--- config.mk ---
export PLATFORM = sky130hd
export DESIGN_NAME = whole_word_keyword_substituter_unit
export DESIGN_NICKNAME = d
export VERILOG_FILES = /design/src/design/wwks_pkg.sv /design/src/design/wwks_front.sv /design/src/design/wwks_queue.sv /design/src/design/wwks_back.sv /design/src/design/whole_word_keyword_substituter_unit.sv
export SDC_FILE = /design/constraint.sdc
export NUM_CORES = 1
export LEC_CHECK = 0
export BUFFER_PORTS_ARGS = -buffer_cell sky130_fd_sc_hd__buf_2
export CAP_MARGIN = 20
export CORE_ASPECT_RATIO = 1.2
export CORE_UTILIZATION = 40
export CTS_CLUSTER_SIZE = 12
export DETAILED_ROUTE_END_ITERATION = 10
export SLEW_MARGIN = 20
export SYNTH_ARGS = -nofsm -noshare
export SYNTH_HDL_FRONTEND = slang
export SYNTH_SLANG_ARGS = --single-unit
--- constraint.sdc ---
create_clock -name clock -period 4.38 [get_ports clock]
set_input_delay 0.657 -clock clock [delete_from_list [all_inputs] [get_ports clock]]
set_output_delay 0.657 -clock clock [all_outputs]
set_load 0.01 [all_outputs]
--- src/design/wwks_pkg.sv ---
`timescale 1ns / 1ps

package wwks_pkg;

   typedef enum logic [1:0] {
      MODE_BOUNDARY = 2'd0,
      MODE_MATCH    = 2'd1,
      MODE_WORD     = 2'd2
   } mode_type;

   typedef struct packed {
      logic       sel;
      logic       repl;
      logic [2:0] count;
      logic       tail;
      logic [7:0] tail_char;
      logic       tail_valid;
      logic       stream_end;
   } job_type;

   localparam logic [7:0] CH_NL    = 8'h0A;
   localparam logic [7:0] CH_TAB   = 8'h09;
   localparam logic [7:0] CH_SPACE = 8'h20;
   localparam logic [7:0] CH_HASH  = 8'h23;
   localparam logic [7:0] CH_I     = 8'h69;
   localparam logic [7:0] CH_D     = 8'h64;
   localparam logic [2:0] FULL_LEN = 3'd7;
   localparam logic [2:0] INT_LEN   = 3'd3;
   localparam logic [2:0] FLOAT_LEN = 3'd5;

   function automatic logic is_delim(input logic [7:0] c);
      return c inside {CH_SPACE, CH_HASH, 8'h28, 8'h29, 8'h3C, 8'h3E, 8'h7B, 8'h7D,
                       8'h5B, 8'h5D, 8'h3B, 8'h2C, CH_NL, CH_TAB};
   endfunction

   function automatic logic [7:0] kw_char(input logic sel, input logic [2:0] idx);
      logic [7:0] ch;
      case ({sel, idx})
         4'b0_000: ch = "i";
         4'b0_001: ch = "n";
         4'b0_010: ch = "t";
         4'b0_011: ch = "e";
         4'b0_100: ch = "g";
         4'b0_101: ch = "e";
         4'b0_110: ch = "r";
         4'b1_000: ch = "d";
         4'b1_001: ch = "e";
         4'b1_010: ch = "c";
         4'b1_011: ch = "i";
         4'b1_100: ch = "m";
         4'b1_101: ch = "a";
         4'b1_110: ch = "l";
         default:  ch = 8'h00;
      endcase
      return ch;
   endfunction

   function automatic logic [7:0] repl_char(input logic sel, input logic [2:0] idx);
      logic [7:0] ch;
      case ({sel, idx})
         4'b0_000: ch = "i";
         4'b0_001: ch = "n";
         4'b0_010: ch = "t";
         4'b1_000: ch = "f";
         4'b1_001: ch = "l";
         4'b1_010: ch = "o";
         4'b1_011: ch = "a";
         4'b1_100: ch = "t";
         default:  ch = 8'h00;
      endcase
      return ch;
   endfunction

endpackage

--- src/design/wwks_front.sv ---
`timescale 1ns / 1ps

module wwks_front (
   input  logic              clock,
   input  logic              reset,
   input  logic              accept,
   input  logic [7:0]        in_char,
   input  logic              stream_end,
   output logic              push,
   output wwks_pkg::job_type job
);

   wwks_pkg::mode_type mode_ff, mode_in;
   logic               sel_ff, sel_in;
   logic [2:0]         len_ff, len_in;

   logic               delim;
   logic               kw_hit;
   logic               start_kw;
   logic               tail_ok;
   logic               flush_sel;
   logic [2:0]         flush_len;
   logic               flush_repl;
   logic               emit_tail;
   logic [7:0]         emit_char;

   assign delim    = wwks_pkg::is_delim(in_char);
   assign kw_hit   = (len_ff != wwks_pkg::FULL_LEN) &&
                     (wwks_pkg::kw_char(sel_ff, len_ff) == in_char);
   assign start_kw = (in_char == wwks_pkg::CH_I) || (in_char == wwks_pkg::CH_D);
   assign tail_ok  = !((in_char == wwks_pkg::CH_NL) && stream_end);

   always_comb begin
      mode_in = mode_ff;
      sel_in  = sel_ff;
      len_in  = len_ff;
      case (mode_ff)
         wwks_pkg::MODE_MATCH: begin
            if (delim) begin
               mode_in = wwks_pkg::MODE_BOUNDARY;
               len_in  = 3'd0;
            end else if (kw_hit) begin
               len_in = len_ff + 3'd1;
            end else begin
               mode_in = wwks_pkg::MODE_WORD;
               len_in  = 3'd0;
            end
         end
         wwks_pkg::MODE_BOUNDARY: begin
            if (delim) begin
               mode_in = wwks_pkg::MODE_BOUNDARY;
            end else if (start_kw) begin
               mode_in = wwks_pkg::MODE_MATCH;
               sel_in  = (in_char == wwks_pkg::CH_D);
               len_in  = 3'd1;
            end else begin
               mode_in = wwks_pkg::MODE_WORD;
            end
         end
         default: begin
            mode_in = delim ? wwks_pkg::MODE_BOUNDARY : wwks_pkg::MODE_WORD;
         end
      endcase
      if (stream_end) begin
         mode_in = wwks_pkg::MODE_BOUNDARY;
         sel_in  = 1'b0;
         len_in  = 3'd0;
      end
   end

   always_comb begin
      flush_sel  = sel_ff;
      flush_len  = 3'd0;
      flush_repl = 1'b0;
      emit_tail  = 1'b0;
      emit_char  = in_char;
      case (mode_ff)
         wwks_pkg::MODE_MATCH: begin
            if (delim) begin
               flush_len  = len_ff;
               flush_repl = 1'b1;
               emit_tail  = tail_ok;
            end else if (kw_hit) begin
               flush_len  = stream_end ? (len_ff + 3'd1) : 3'd0;
               flush_repl = 1'b1;
            end else begin
               flush_len = len_ff;
               emit_tail = 1'b1;
            end
         end
         wwks_pkg::MODE_BOUNDARY: begin
            if (delim) begin
               emit_tail = tail_ok;
            end else if (start_kw) begin
               flush_sel = (in_char == wwks_pkg::CH_D);
               flush_len = stream_end ? 3'd1 : 3'd0;
            end else begin
               emit_tail = 1'b1;
            end
         end
         default: begin
            emit_tail = delim ? tail_ok : 1'b1;
         end
      endcase

      job.sel        = flush_sel;
      job.repl       = flush_repl && (flush_len == wwks_pkg::FULL_LEN);
      job.count      = job.repl ? (flush_sel ? wwks_pkg::FLOAT_LEN : wwks_pkg::INT_LEN)
                                : flush_len;
      job.tail       = emit_tail;
      job.tail_char  = emit_char;
      job.tail_valid = 1'b1;
      job.stream_end = stream_end;
      if (stream_end && (flush_len == 3'd0) && !emit_tail) begin
         job.tail       = 1'b1;
         job.tail_char  = 8'h00;
         job.tail_valid = 1'b0;
      end
      push = accept && ((job.count != 3'd0) || job.tail);
   end

   always_ff @(posedge clock) begin
      if (reset) begin
         mode_ff <= wwks_pkg::MODE_BOUNDARY;
         sel_ff  <= 1'b0;
         len_ff  <= 3'd0;
      end else if (accept) begin
         mode_ff <= mode_in;
         sel_ff  <= sel_in;
         len_ff  <= len_in;
      end
   end

endmodule

--- src/design/wwks_queue.sv ---
`timescale 1ns / 1ps

module wwks_queue #(
   parameter int DEPTH = 2
) (
   input  logic              clock,
   input  logic              reset,
   input  logic              push,
   input  wwks_pkg::job_type push_job,
   input  logic              pop,
   output logic              head_valid,
   output wwks_pkg::job_type head_job,
   output logic              full
);

   localparam int PW = $clog2(DEPTH);
   localparam int CW = $clog2(DEPTH + 1);
   localparam logic [PW-1:0] LAST_PTR = PW'(DEPTH - 1);
   localparam logic [CW-1:0] DEPTH_C  = CW'(DEPTH);

   wwks_pkg::job_type entry_ff [DEPTH];
   logic [PW-1:0]     wr_ptr_ff, wr_ptr_in;
   logic [PW-1:0]     rd_ptr_ff, rd_ptr_in;
   logic [CW-1:0]     count_ff, count_in;
   logic              do_pop;

   assign head_valid = (count_ff != '0);
   assign head_job   = entry_ff[rd_ptr_ff];
   assign full       = (count_ff == DEPTH_C);
   assign do_pop     = pop && head_valid;

   always_comb begin
      wr_ptr_in = wr_ptr_ff;
      rd_ptr_in = rd_ptr_ff;
      count_in  = count_ff;
      if (push) begin
         wr_ptr_in = (wr_ptr_ff == LAST_PTR) ? '0 : wr_ptr_ff + 1'b1;
      end
      if (do_pop) begin
         rd_ptr_in = (rd_ptr_ff == LAST_PTR) ? '0 : rd_ptr_ff + 1'b1;
      end
      case ({push, do_pop})
         2'b10:   count_in = count_ff + 1'b1;
         2'b01:   count_in = count_ff - 1'b1;
         default: count_in = count_ff;
      endcase
   end

   always_ff @(posedge clock) begin
      if (reset) begin
         wr_ptr_ff <= '0;
         rd_ptr_ff <= '0;
         count_ff  <= '0;
      end else begin
         wr_ptr_ff <= wr_ptr_in;
         rd_ptr_ff <= rd_ptr_in;
         count_ff  <= count_in;
      end
   end

   always_ff @(posedge clock) begin
      if (push) begin
         entry_ff[wr_ptr_ff] <= push_job;
      end
   end

endmodule

--- src/design/wwks_back.sv ---
`timescale 1ns / 1ps

module wwks_back (
   input  logic              clock,
   input  logic              reset,
   input  logic              head_valid,
   input  wwks_pkg::job_type head_job,
   output logic              pop,
   output logic              rsp_valid,
   input  logic              rsp_stall,
   output logic [7:0]        rsp_out_char,
   output logic              rsp_char_valid,
   output logic              rsp_run_last,
   output logic              rsp_stream_done
);

   logic [2:0] idx_ff, idx_in;
   logic       valid_ff, valid_in;
   logic [7:0] char_ff, char_in;
   logic       cvalid_ff, cvalid_in;
   logic       last_ff, last_in;
   logic       done_ff, done_in;

   logic [3:0] total;
   logic       in_flush;
   logic       advance;

   assign total    = {1'b0, head_job.count} + {3'b000, head_job.tail};
   assign in_flush = (idx_ff < head_job.count);
   assign advance  = head_valid && (!valid_ff || !rsp_stall);
   assign last_in  = (({1'b0, idx_ff} + 4'd1) == total);
   assign done_in  = last_in && head_job.stream_end;
   assign pop      = advance && last_in;

   always_comb begin
      if (in_flush) begin
         char_in   = head_job.repl ? wwks_pkg::repl_char(head_job.sel, idx_ff)
                                   : wwks_pkg::kw_char(head_job.sel, idx_ff);
         cvalid_in = 1'b1;
      end else begin
         char_in   = head_job.tail_char;
         cvalid_in = head_job.tail_valid;
      end
      idx_in   = idx_ff;
      valid_in = valid_ff;
      if (advance) begin
         idx_in   = last_in ? 3'd0 : idx_ff + 3'd1;
         valid_in = 1'b1;
      end else if (!rsp_stall) begin
         valid_in = 1'b0;
      end
   end

   always_ff @(posedge clock) begin
      if (reset) begin
         idx_ff   <= 3'd0;
         valid_ff <= 1'b0;
      end else begin
         idx_ff   <= idx_in;
         valid_ff <= valid_in;
      end
   end

   always_ff @(posedge clock) begin
      if (advance) begin
         char_ff   <= char_in;
         cvalid_ff <= cvalid_in;
         last_ff   <= last_in;
         done_ff   <= done_in;
      end
   end

   assign rsp_valid       = valid_ff;
   assign rsp_out_char    = char_ff;
   assign rsp_char_valid  = cvalid_ff;
   assign rsp_run_last    = last_ff;
   assign rsp_stream_done = done_ff;

endmodule

--- src/design/whole_word_keyword_substituter_unit.sv ---
`timescale 1ns / 1ps
// Whole-word keyword substituter.
// Input channel (req_): one text byte per item plus req_stream_end on the last
// byte of a stream. Output channel (rsp_): one byte per item; rsp_run_last marks
// the last item caused by an input byte, rsp_stream_done the last item of a stream.
// A bare end marker (rsp_char_valid low, rsp_out_char zero) closes a stream whose
// final byte produced nothing else.
// The whole words "integer" and "decimal" come out as "int" and "float"; a newline
// as final stream byte is dropped. Bytes of a possible keyword are held back.
// The first output item of an input byte passes through the queue write, then the
// output register. Throughput: one input byte per cycle while each byte gives at
// most one output and rsp_stall is low; a byte that releases N items (up to 8)
// occupies the output sequencer until all N are sent. A QUEUE_DEPTH-entry job
// queue decouples the classifier from the sequencer, so req_stall rises only when
// that queue is full.
// Reset clears the word state, the queue and the output valid bit; no item is
// valid afterwards. When rsp_stall is high the output item holds, the sequencer
// waits and the queue fills, after which req_stall is raised.
module whole_word_keyword_substituter_unit #(
   parameter int QUEUE_DEPTH = 2
) (
   input  logic       clock,
   input  logic       reset,
   input  logic       req_valid,
   output logic       req_stall,
   input  logic [7:0] req_in_char,
   input  logic       req_stream_end,
   output logic       rsp_valid,
   input  logic       rsp_stall,
   output logic [7:0] rsp_out_char,
   output logic       rsp_char_valid,
   output logic       rsp_run_last,
   output logic       rsp_stream_done
);

   logic              accept;
   logic              push;
   wwks_pkg::job_type push_job;
   logic              pop;
   logic              head_valid;
   wwks_pkg::job_type head_job;
   logic              full;

   assign req_stall = full;
   assign accept    = req_valid && !full;

   wwks_front u_front (
      .clock      (clock),
      .reset      (reset),
      .accept     (accept),
      .in_char    (req_in_char),
      .stream_end (req_stream_end),
      .push       (push),
      .job        (push_job)
   );

   wwks_queue #(
      .DEPTH (QUEUE_DEPTH)
   ) u_queue (
      .clock      (clock),
      .reset      (reset),
      .push       (push),
      .push_job   (push_job),
      .pop        (pop),
      .head_valid (head_valid),
      .head_job   (head_job),
      .full       (full)
   );

   wwks_back u_back (
      .clock           (clock),
      .reset           (reset),
      .head_valid      (head_valid),
      .head_job        (head_job),
      .pop             (pop),
      .rsp_valid       (rsp_valid),
      .rsp_stall       (rsp_stall),
      .rsp_out_char    (rsp_out_char),
      .rsp_char_valid  (rsp_char_valid),
      .rsp_run_last    (rsp_run_last),
      .rsp_stream_done (rsp_stream_done)
   );

`ifndef NO_ASSERTIONS
   a_done_is_last: assert property (@(posedge clock) disable iff (reset)
      (rsp_valid && rsp_stream_done) |-> rsp_run_last)
      else $error("stream_done without run_last");

   a_marker_ends_stream: assert property (@(posedge clock) disable iff (reset)
      (rsp_valid && !rsp_char_valid) |-> (rsp_stream_done && rsp_out_char == 8'h00))
      else $error("bare marker not at stream end");

   a_pop_on_output: assert property (@(posedge clock) disable iff (reset)
      pop |=> (rsp_valid && rsp_run_last))
      else $error("job retired without a run_last item");
`endif

endmodule
==> flow_summary.ini <==
[cells_and_area]
antenna_cells = 0
fin_util_pct = 45.6
final_net_count = 406
layout-drive-gt1-share_pct = 13.9
finalNonFillerCells = 498
final_cell_mix = 43 x edfxtp_1, 31 x nor2_1, 25 x buf_2
area_delta_synth_final_pct = 10.9
regArea_mm2 = 0.00159
num-fill-cells = 851
multiInputGateArea_mm2 = 0.00173
mostFrequentLayoutCell = edfxtp_1

[clock_tree]
cts-resized-gates = 0
cts_tree = yes
post-cts-setup-buffers = 0
cts_inserted_buffers = 9
clk_pin_slew_worst_paths_ns = 0.07
ctsRootBufferMaster = clkbuf_8
hold_buffers = 0
cts_sinks = 58
htreeDepth = 3
clk_path_buf_depth = 2
worst_skew_pair.late_latency_ns = 0.33

[synthesis]
synth_ff_type = edfxtp_1
synth_cells = 355
synth_edf_count = 43
yosysSeqAreaShare_pct = 45.4
syn_area_mm2 = 0.00350
synth_cell_types = 60
synth_seq_cells = 58
yosysWarnings = 0
syn_area_per_cell_um2 = 9.87
async_flop_share_pct = 0
synth_nets = 385

[timing]
fin_hold_ws_ns = 0.480
worstMarginPinSlew_ns = 0.872
setup_viol = 0
period_minus_slack_ns = 3.47
tns_ns = 0
timing.final.crit_share_pct = 79.2
clock_skew_ns = 0.0113
hold_viol = 0
max_freq_ghz = 0.288
rsz0062_at_grt = false
relSlewSlack_pct = 40.2
drv_slew = 0

[global_route]
grt_first_pass_wirelength_mm = 12.0
overflow = 0
grt_pass1_vias = 2541
antenna_found_initial = 0
grt_use_total_pct = 17.1
grt_max_degree = 17

[worst_setup_path]
r2r-start = u_front.len_ff[1]$_SDFFE_PP0P_
worstRegToRegCells = 12
worstSetupEndpointType = register
r2r-end = u_queue.count_ff[1]$_SDFFE_PP0P_
cp.required_ns = 4.65
arrival_ns = 3.74
crit_path_start_kind = register
critPathKind = reg2reg
r2r_slack_ns = 0.91
worstPathMaxFanout = 8

[placement]
gp_congestion = 0.886
numPortBuffers = 25
dp_hpwl_mm = 5.36
post-place-cells = 482

[floorplan]
chipWidth_um = 87.4
die_h_um = 105
ios = 26
fp-row-count = 37
core_mm2 = 0.00852
die-area_mm2 = 0.00913
initial_core_util_pct = 41.1

[pwr]
powerDensity_mw_per_mm2 = 474
peakVddDrop_uv = 209
p_leak_nw = 1.43

[routing]
route.met2.wl_mm = 3.50
wl_mm = 7.27
drtAntennaViolNets = 0
wl_met1_mm = 3.30
viasPerCell = 5.37
top_layer = met4
drc = 0
post_drt_wl_per_cell_um = 14.6
vias = 2672
first_iter_violations = 99
wl_met3_um = 218
drt_first_pass_iters = 6

[job]
drv_cap = 0

[worst_hold_path]
min-delay-start = u_back.rsp_valid$_SDFFE_PP0P_
hold_path.class = reg2reg
worstHoldPathCells = 2
hold_end = u_back.rsp_valid$_SDFFE_PP0P_

[run_status]
outcome = finished, final reports clean
how the worst max path moves through the flow:
stage / start / end / slack (ns) / cells after the start
detailed placement: req_in_char[4] / u_queue.entry_ff[1][7]$_DFFE_PP_ / 0.94 / 8
global placement: req_in_char[1] / u_queue.count_ff[1]$_SDFFE_PP0P_ / 0.99 / 10
CTS: u_front.len_ff[1]$_SDFFE_PP0P_ / u_queue.count_ff[1]$_SDFFE_PP0P_ / 0.94 / 12
floorplan: req_in_char[2] / u_queue.entry_ff[0][0]$_DFFE_PP_ / 1.05 / 9
finish: u_front.len_ff[1]$_SDFFE_PP0P_ / u_queue.count_ff[1]$_SDFFE_PP0P_ / 0.91 / 12
global route: u_front.len_ff[0]$_SDFFE_PP0P_ / u_queue.count_ff[1]$_SDFFE_PP0P_ / 0.70 / 12
cell usage after synthesis (2+ instances only):
cell | number | area share, %
and3b_1 | 2 | 0.50
nor2_1 | 31 | 3.3
nor3_1 | 8 | 1.1
mux2_2 | 3 | 0.96
and3_1 | 2 | 0.36
dfxtp_1 | 15 | 8.6
edfxtp_1 | 43 | 37
and2_1 | 3 | 0.54
xnor2_1 | 6 | 1.5
a21oi_1 | 22 | 3.1
nor3b_1 | 2 | 0.43
nand3_1 | 14 | 2.0
nand4_1 | 3 | 0.54
nor4_1 | 6 | 1.1
or4_1 | 4 | 0.86
o31ai_1 | 3 | 0.64
a31oi_1 | 10 | 1.8
nand2b_1 | 8 | 1.4
a22oi_1 | 2 | 0.43
ha_1 | 17 | 6.1
o211ai_1 | 4 | 0.86
buf_6 | 3 | 0.96
o21ai_0 | 18 | 2.6
clkbuf_1 | 10 | 1.1
nor2b_1 | 16 | 2.9
mux2i_1 | 11 | 3.1
a32oi_1 | 2 | 0.50
xor2_1 | 4 | 1.0
nand2_1 | 18 | 1.9
inv_1 | 23 | 2.5
buf_2 | 5 | 0.71
a211oi_1 | 7 | 1.5
or3_1 | 3 | 0.54
flip-flops by register name (all words and copies together), names as in the netlist, named ones only:
name,count
u_queue.rd_ptr_ff,1
u_front.sel_ff,1
u_back.rsp_stream_done,1
u_back.rsp_char_valid,1
u_back.idx_ff,3
u_back.rsp_out_char,8
u_queue.count_ff,2
u_front.mode_ff,2
u_queue.wr_ptr_ff,1
u_back.rsp_run_last,1
u_front.len_ff,3
u_back.rsp_valid,1
u_queue.entry_ff,32
cell families after synthesis:
family / Yosys count / share of synthesized area, %
and+or+nand+nor: 128 / 19.6
DFF: 58 / 45.4
xor gates and xnor gates: 10 / 2.50
muxes: 15 / 4.43
AOI/OAI and AO/OA: 86 / 16.7
adders and majority gates: 17 / 6.07
buffers and inverters: 41 / 5.22
layout make-up:
cell class / instances / share of cell area, %
Multi-Input combinational cell: 256 / 44.5
Sequential cell: 58 / 41.0
Timing Repair Buffer: 28 / 3.80
Tap cell: 117 / 3.77
Clock buffer: 10 / 3.29
Inverter: 23 / 2.22
Clock inverter: 6 / 1.48
routing by layer:
layer  up-vias  track usage, %
met3        16            3.89
met2        56            28.0
met1      1242            20.3
met5         -               0
li1       1358               -
met4         0            9.84
report_power, final:
| group | total, mW | switching (mW) | internal [mW] |
|---|---|---|---|
| Clock | 0.465 | 0.207 | 0.258 |
| Sequential | 0.792 | 0.0495 | 0.742 |
| Combinational | 0.587 | 0.359 | 0.228 |
| Total | 1.84 | 0.615 | 1.23 |
stage by stage:
step / instance area (um2) / total power [mW] / worst slack, ns
2_1_floorplan: 3500 / 1.23 / 1.05
3_3_place_gp: 3700 / 1.39 / 0.994
3_5_place_dp: 3700 / 1.40 / 0.940
4_1_cts: 3880 / 1.87 / 0.938
5_1_grt: 3880 / 1.98 / 0.701
6_report: 3880 / 1.84 / 0.911
critical path: stages, from the launching register on:
cell and delay [ns]:
dfxtp_1 0.47, inv_1 0.16, ha_1 0.21, nor2b_1 0.13, or4_1 0.41, o2111a_1 0.15, or3_1 0.44, o41ai_2 0.40
a21oi_1 0.17, inv_1 0.10, ha_1 0.26, or3_1 0.38, a21oi_1 0.14
Power figures use the tool's default switching activity.
